$ cat config.mk
export PLATFORM = sky130hd
export DESIGN_NAME = column_rect_packer
export DESIGN_NICKNAME = d
export VERILOG_FILES = /design/src/sv/crp_pkg.sv /design/src/sv/column_rect_packer.sv
export SDC_FILE = /design/constraint.sdc
export NUM_CORES = 2
export LEC_CHECK = 0
export BUFFER_PORTS_ARGS = -buffer_cell sky130_fd_sc_hd__buf_2
export CORE_MARGIN = 2
export CORE_UTILIZATION = 50
export DETAILED_ROUTE_END_ITERATION = 8
export PLACE_DENSITY_LB_ADDON = 0.3
export SLEW_MARGIN = 20
export SYNTH_ARGS = -nofsm -noshare
export SYNTH_HDL_FRONTEND = slang
export SYNTH_SLANG_ARGS = --single-unit
$ cat constraint.sdc
create_clock -name clk -period 10.4 [get_ports clk]
set_clock_uncertainty 0.15 [all_clocks]
set_input_delay 0.52 -clock clk [delete_from_list [all_inputs] [get_ports clk]]
set_output_delay 0.52 -clock clk [all_outputs]
set_load 0.01 [all_outputs]
$ cat src/sv/crp_pkg.sv
// ----------------------------------------------------------------------------
// crp_pkg
// Word types and fixed constants for the column rectangle packer.
// ----------------------------------------------------------------------------
package crp_pkg;

    localparam int unsigned DIM_W   = 13;
    localparam int unsigned COORD_W = 16;

    localparam logic [COORD_W-1:0] MAX_HEIGHT_RESET = 16'd4096;

    typedef struct packed {
        logic [DIM_W-1:0] item_width;
        logic [DIM_W-1:0] item_height;
    } item_t;

    typedef struct packed {
        logic [COORD_W-1:0] place_x;
        logic [COORD_W-1:0] place_y;
        logic [COORD_W-1:0] atlas_width;
        logic [COORD_W-1:0] atlas_height;
        logic               no_room;
    } result_t;

    typedef struct packed {
        logic [COORD_W-1:0] left;
        logic [DIM_W-1:0]   span;
        logic [COORD_W-1:0] bottom;
    } column_t;

endpackage

$ cat src/sv/column_rect_packer.sv
// ----------------------------------------------------------------------------
// column_rect_packer
// Column packer: places each rectangle on a matching column stack or opens a
// new column to the right (or flags no_room), and reports placement and atlas size.
// ----------------------------------------------------------------------------
// A word is taken when start is high and busy is low; busy then stays high
// until the result word appears. The result is shown on result for exactly one
// cycle with done high, and the receiver cannot stall it. The first word after
// reset opens column 0 at once with no scan; a later word scans the column
// table up to the first match or the last column, through its single read port,
// one column per cycle, with the compare working on the registered read data.
// cfg_we/cfg_data write max_height; the user must do so only while busy is low,
// as the block itself does not enforce it.
module column_rect_packer #(
    parameter int unsigned MAX_COLUMNS = 64
) (
    input  logic                          clk,
    input  logic                          rst_n,
    input  logic                          start,
    output logic                          busy,
    input  crp_pkg::item_t                item,
    output logic                          done,
    output crp_pkg::result_t              result,
    input  logic                          cfg_we,
    input  logic [crp_pkg::COORD_W-1:0]   cfg_data
);

    localparam int unsigned AW = (MAX_COLUMNS > 1) ? $clog2(MAX_COLUMNS) : 1;
    localparam int unsigned CW = $clog2(MAX_COLUMNS + 1);
    localparam logic [CW-1:0] COUNT_FULL = CW'(MAX_COLUMNS);
    localparam logic [CW-1:0] ONE        = CW'(1);

    typedef enum logic [0:0] {
        ST_IDLE,
        ST_SCAN
    } state_t;

    state_t                        state_reg,      state_next;
    logic [CW-1:0]                 addr_reg,       addr_next;
    logic [CW-1:0]                 cmp_idx_reg,    cmp_idx_next;
    logic                          pend_reg,       pend_next;
    logic [CW-1:0]                 count_reg,      count_next;
    logic [crp_pkg::COORD_W-1:0]   atlas_w_reg,    atlas_w_next;
    logic [crp_pkg::COORD_W-1:0]   atlas_h_reg,    atlas_h_next;
    logic [crp_pkg::COORD_W-1:0]   max_height_reg, max_height_next;
    logic                          done_reg,       done_next;
    crp_pkg::result_t              result_reg,     result_next;
    crp_pkg::item_t                item_reg,       item_next;

    crp_pkg::column_t              col_mem [MAX_COLUMNS];
    crp_pkg::column_t              rd_data_reg;
    logic                          wr_en;
    logic [AW-1:0]                 wr_addr;
    crp_pkg::column_t              wr_data;

    logic [crp_pkg::COORD_W:0]     top;
    logic [crp_pkg::COORD_W:0]     right;
    logic                          match;
    logic                          cmp_last;

    assign top = {1'b0, rd_data_reg.bottom}
               + {{(crp_pkg::COORD_W + 1 - crp_pkg::DIM_W){1'b0}}, item_reg.item_height};
    assign right = {1'b0, atlas_w_reg}
                 + {{(crp_pkg::COORD_W + 1 - crp_pkg::DIM_W){1'b0}}, item_reg.item_width};
    assign match = (rd_data_reg.span == item_reg.item_width)
                && (top <= {1'b0, max_height_reg})
                && ((atlas_w_reg >= atlas_h_reg) || (top <= {1'b0, atlas_h_reg}));
    assign cmp_last = (cmp_idx_reg == (count_reg - ONE));

    always_comb
    begin
        state_next      = state_reg;
        addr_next       = addr_reg;
        cmp_idx_next    = cmp_idx_reg;
        pend_next       = 1'b0;
        count_next      = count_reg;
        atlas_w_next    = atlas_w_reg;
        atlas_h_next    = atlas_h_reg;
        max_height_next = cfg_we ? cfg_data : max_height_reg;
        done_next       = 1'b0;
        result_next     = result_reg;
        item_next       = item_reg;
        wr_en           = 1'b0;
        wr_addr         = count_reg[AW-1:0];
        wr_data         = '0;

        unique case (state_reg)
            ST_IDLE:
            begin
                if (start)
                begin
                    item_next  = item;
                    addr_next  = '0;
                    state_next = ST_SCAN;
                end
            end
            ST_SCAN:
            begin
                if (count_reg == '0)
                begin
                    // open column 0 at the origin, no height check
                    wr_en          = 1'b1;
                    wr_addr        = '0;
                    wr_data.left   = '0;
                    wr_data.span   = item_reg.item_width;
                    wr_data.bottom = {{(crp_pkg::COORD_W - crp_pkg::DIM_W){1'b0}},
                                      item_reg.item_height};
                    count_next     = ONE;
                    atlas_w_next   = {{(crp_pkg::COORD_W - crp_pkg::DIM_W){1'b0}},
                                      item_reg.item_width};
                    atlas_h_next   = wr_data.bottom;
                    result_next.place_x      = '0;
                    result_next.place_y      = '0;
                    result_next.atlas_width  = atlas_w_next;
                    result_next.atlas_height = atlas_h_next;
                    result_next.no_room      = 1'b0;
                    done_next      = 1'b1;
                    state_next     = ST_IDLE;
                end
                else if (pend_reg && match)
                begin
                    // stack on this column
                    wr_en          = 1'b1;
                    wr_addr        = cmp_idx_reg[AW-1:0];
                    wr_data        = rd_data_reg;
                    wr_data.bottom = top[crp_pkg::COORD_W-1:0];
                    if ({1'b0, atlas_h_reg} < top)
                    begin
                        atlas_h_next = top[crp_pkg::COORD_W-1:0];
                    end
                    result_next.place_x      = rd_data_reg.left;
                    result_next.place_y      = rd_data_reg.bottom;
                    result_next.atlas_width  = atlas_w_reg;
                    result_next.atlas_height = atlas_h_next;
                    result_next.no_room      = 1'b0;
                    done_next      = 1'b1;
                    state_next     = ST_IDLE;
                end
                else if (pend_reg && cmp_last)
                begin
                    // no column fits: open a new one on the right, or flag no_room if none can open
                    result_next.place_x = '0;
                    result_next.place_y = '0;
                    if ((count_reg == COUNT_FULL) || right[crp_pkg::COORD_W])
                    begin
                        result_next.no_room = 1'b1;
                    end
                    else
                    begin
                        wr_en          = 1'b1;
                        wr_addr        = count_reg[AW-1:0];
                        wr_data.left   = atlas_w_reg;
                        wr_data.span   = item_reg.item_width;
                        wr_data.bottom = {{(crp_pkg::COORD_W - crp_pkg::DIM_W){1'b0}},
                                          item_reg.item_height};
                        count_next     = count_reg + ONE;
                        atlas_w_next   = right[crp_pkg::COORD_W-1:0];
                        if (atlas_h_reg < wr_data.bottom)
                        begin
                            atlas_h_next = wr_data.bottom;
                        end
                        result_next.place_x = atlas_w_reg;
                        result_next.no_room = 1'b0;
                    end
                    result_next.atlas_width  = atlas_w_next;
                    result_next.atlas_height = atlas_h_next;
                    done_next      = 1'b1;
                    state_next     = ST_IDLE;
                end
                else if (addr_reg < count_reg)
                begin
                    // advance the read one column ahead of the compare
                    pend_next    = 1'b1;
                    cmp_idx_next = addr_reg;
                    addr_next    = addr_reg + ONE;
                end
            end
            default:
            begin
                state_next = ST_IDLE;
            end
        endcase
    end

    always_ff @(posedge clk or negedge rst_n)
    begin
        if (!rst_n)
        begin
            state_reg      <= ST_IDLE;
            addr_reg       <= '0;
            cmp_idx_reg    <= '0;
            pend_reg       <= 1'b0;
            count_reg      <= '0;
            atlas_w_reg    <= '0;
            atlas_h_reg    <= '0;
            max_height_reg <= crp_pkg::MAX_HEIGHT_RESET;
            done_reg       <= 1'b0;
            result_reg     <= '0;
            item_reg       <= '0;
        end
        else
        begin
            state_reg      <= state_next;
            addr_reg       <= addr_next;
            cmp_idx_reg    <= cmp_idx_next;
            pend_reg       <= pend_next;
            count_reg      <= count_next;
            atlas_w_reg    <= atlas_w_next;
            atlas_h_reg    <= atlas_h_next;
            max_height_reg <= max_height_next;
            done_reg       <= done_next;
            result_reg     <= result_next;
            item_reg       <= item_next;
        end
    end

    always_ff @(posedge clk)
    begin
        if (wr_en)
        begin
            col_mem[wr_addr] <= wr_data;
        end
        rd_data_reg <= col_mem[addr_reg[AW-1:0]];
    end

    assign busy   = (state_reg != ST_IDLE);
    assign done   = done_reg;
    assign result = result_reg;

    a_accept_busy: assert property (@(posedge clk) disable iff (!rst_n)
        (start && !busy) |=> busy)
        else $error("busy low after accept");

    a_done_idle: assert property (@(posedge clk) disable iff (!rst_n)
        done |-> !busy)
        else $error("done while still busy");

    a_done_single: assert property (@(posedge clk) disable iff (!rst_n)
        done |=> !done)
        else $error("done held over two cycles");

    a_refused_zero: assert property (@(posedge clk) disable iff (!rst_n)
        (done && result.no_room) |-> (result.place_x == '0 && result.place_y == '0))
        else $error("refused word carries a placement");

    a_count_bound: assert property (@(posedge clk) disable iff (!rst_n)
        count_reg <= COUNT_FULL)
        else $error("column count past table depth");

endmodule
==> qor.yml <==
run_status:
  status: "completed"
detailed_routing:
  first_iter_violations: 7621
  antenna_left: 0
  routedWlPerCell_microns: 31.1
  routed_wl_microns: 287000
  remaining_drc_errors: 0
  vias_per_cell: 6.28
  num_vias: 58000
  dr.pass1.iters: 5
worst_setup_path:
  rr_startpoint: "item_reg[0]"
  worstPathRequired_ps: 10800
  critPathMaxFanout: 23
  critical_path_arrival_ps: 8740
  start_kind: "flip-flop"
  crit_end: "col_mem[1][40]"
  crit_start: "item_reg[0]"
  crit_type: "flip-flop to flip-flop"
  worstRegToRegCells: 18
  worstReg2RegEnd: "col_mem[1][40]"
  reg2reg_slack_ps: 2050
  end_kind: "flip-flop"
sta:
  finalSetupViolCount: 0
  slew_headroom: 0.228
  finalCritPeriodShare: 0.803
  report.final.slew_viol_count: 0
  fmax_mhz: 120
  final.setup.tns_ps: 0
  tightest_slew_ps: 1130
  hold_viol_final: 0
  min_period_ps: 8350
  rsz0062_at_grt: "false"
floorplanning:
  start_util: 0.502
  fp.dieH_microns: 495
  die_area_sq_mm: 0.245
  io_pins: 113
  rows: 180
  die-width_microns: 495
  design.core.area_sq_mm: 0.240
power:
  combPwrFrac: 0.278
  p_sw_mw: 10.9
  max-vdd-ir-drop_mv: 0.216
  pwr-share-clk: 0.304
  intPower_mw: 24.8
  power_frac_seq: 0.419
  power.density_mw_per_mm2: 261
  swShare: 0.305
  p_leak_nw: 42.8
  power_mw: 35.7
layout:
  syn2layout_area_growth_pct: 13.5
  drive_gt1_frac: 0.294
  largest_register_ffs: 2880
  mostFrequentLayoutCells: "edfxtp_1 (2880), mux4_2 (945), clkbuf_16 (329)"
  num-fill-cells: 17200
  design_area_sq_mm: 0.137
  fin_nets: 5950
  seqCellArea_sq_mm: 0.0911
  multi_input_area_sq_mm: 0.0288
  final_common_cell: "edfxtp_1"
clocking:
  ctsHoldBuffers: 83
  post_cts_buffers: 0
  clock_latency_ps: 940
  clk_pin_slew_worst_paths_ps: 60
  numCtsBuffers: 325
  cts_buffer_depth: 4
  post_cts_resized: 0
  clockRootBuffer: "clkbuf_16"
  clock_sinks: 3072
  htree_levels: 5
  cts_tree: "built"
job:
  cap_violations: 0
synth:
  ys_types: 92
  syn_area_sq_mm: 0.121
  synthFlopType: "edfxtp_1"
  ys_ff_latch: 3072
  yosysSeqAreaShare: 0.756
  synth-edff-count: 2880
  yosys_warnings: 0
  async_flop_share: 0.0479
  syn_nets: 5558
  syn-instance-count: 5422
  avgSynthCellArea_sq_um: 22.2
grt:
  overflow: 0
  grt_pass1_vias: 57800
  grt_pass1_wl_microns: 419000
  antenna_found_initial: 16
  grt_max_degree: 148
  grt_util_all_layers: 0.236
placement:
  placement.io_buffers: 112
  gp_congestion: 0.896
  place_area_sq_mm: 0.126
  dp_hpwl_microns: 173000
worst_hold_path:
  hp-class: "input port to async pin"
[how the worst min path moves through the flow]
stage,endpoint,slack [ps],from,cells past startpoint
2_1_floorplan,addr_reg[0],70,rst_n,0
4_1_cts,result[51],80,rst_n,2
3_5_place_dp,result[32],320,result[32],1
6_report,atlas_w_reg[15],120,rst_n,2
3_3_place_gp,result[32],310,result[32],1
5_1_grt,atlas_w_reg[15],160,rst_n,2
[cell type report]
class	count	share of cell area
antenna	3	0.0000549
clock buffer	415	0.0632
clock inverter	147	0.00842
inverter	78	0.00214
multi-input combinational	1983	0.211
sequential	3072	0.666
tap	3185	0.0291
timing repair buffer	354	0.0203
[stage by stage]
stage / hold WS (ps) / utilization / worst slack [ps] / instances
floorplan: 74.4 / - / 2870 / 5422
global placement: 312 / 0.525 / 2290 / 8585
detailed placement: 318 / 0.525 / 2230 / 8587
CTS: 81.5 / 0.569 / 2180 / 9232
global route: 156 / 0.570 / 1680 / 9235
finish: 115 / 0.570 / 2050 / 9237
[critical path, cell delays in order (launching register included)]
cell and delay, ps:
dfrtp_1 420, ha_1 260, fa_1 420, a21o_1 220
a221oi_2 460, o2111ai_1 330, o211ai_1 230, xor2_1 420
ha_1 210, nand2_1 50, a21oi_1 150, nand3_1 200
nor4b_4 320, a31oi_2 300, a211oi_4 680, mux2i_2 940
nand3_2 760, nor2_4 930, buf_4 480
[routing by layer]
layer / vias up / GRT usage / wire, microns
li1: 23700 / - / -
met1: 31300 / 0.364 / 122000
met2: 2626 / 0.361 / 135000
met3: 373 / 0.0379 / 24300
met4: 0 / 0.0524 / 5910
met5: - / 0 / 0
[cell usage after synthesis, types with 4 or more instances]
library cell     n  share of area
a211o_1         11        0.00080
a21oi_1         75         0.0031
dfrtp_1        146          0.030
o211ai_1         9        0.00056
xor2_1          10        0.00073
a31o_2           4        0.00029
nand2_1        197         0.0061
mux4_2         945           0.18
buf_2           20        0.00083
o21ai_0         83         0.0034
nand2b_1         7        0.00036
inv_1           77         0.0024
nor4_1           4        0.00021
nor2b_1          9        0.00047
edfxtp_1      2880           0.72
mux2i_1         20         0.0017
nand4_1         20         0.0010
and2_1          20         0.0010
o21a_1           5        0.00031
clkbuf_1       215         0.0067
ha_1            88         0.0091
mux2_2           8        0.00075
nor3b_1          5        0.00031
nand3_1         41         0.0017
o22ai_1         10        0.00052
a31oi_1         13        0.00067
buf_1           49         0.0015
o21ai_1          5        0.00021
and3_1           9        0.00047
a21boi_0         6        0.00037
a22o_1          49         0.0036
a211oi_1        15        0.00093
a21o_1          31         0.0019
a221oi_1        10        0.00073
dfxtp_1         45         0.0075
nor2_1         139         0.0043
nor3_1          21        0.00087
xnor2_1         43         0.0031
[power by group through the flow]
stage	combinational, mW	clock, mW	sequential (mW)
detailed placement	9.89	0	15.2
finish	9.91	10.8	14.9
floorplan	6.62	0	14.9
global placement	9.80	0	15.2
global route	10.6	11.5	15.0
CTS	9.95	11.0	14.9
[logic make-up after synthesis]
group	count (synthesis)	synth area share
fa+ha+maj	91	0.00955
compound gates	367	0.0211
mux	977	0.179
buf+inv	367	0.0118
xor+xnor	53	0.00385
flops	3072	0.756
simple gates	495	0.0187
(Power assumes the default switching activity.)
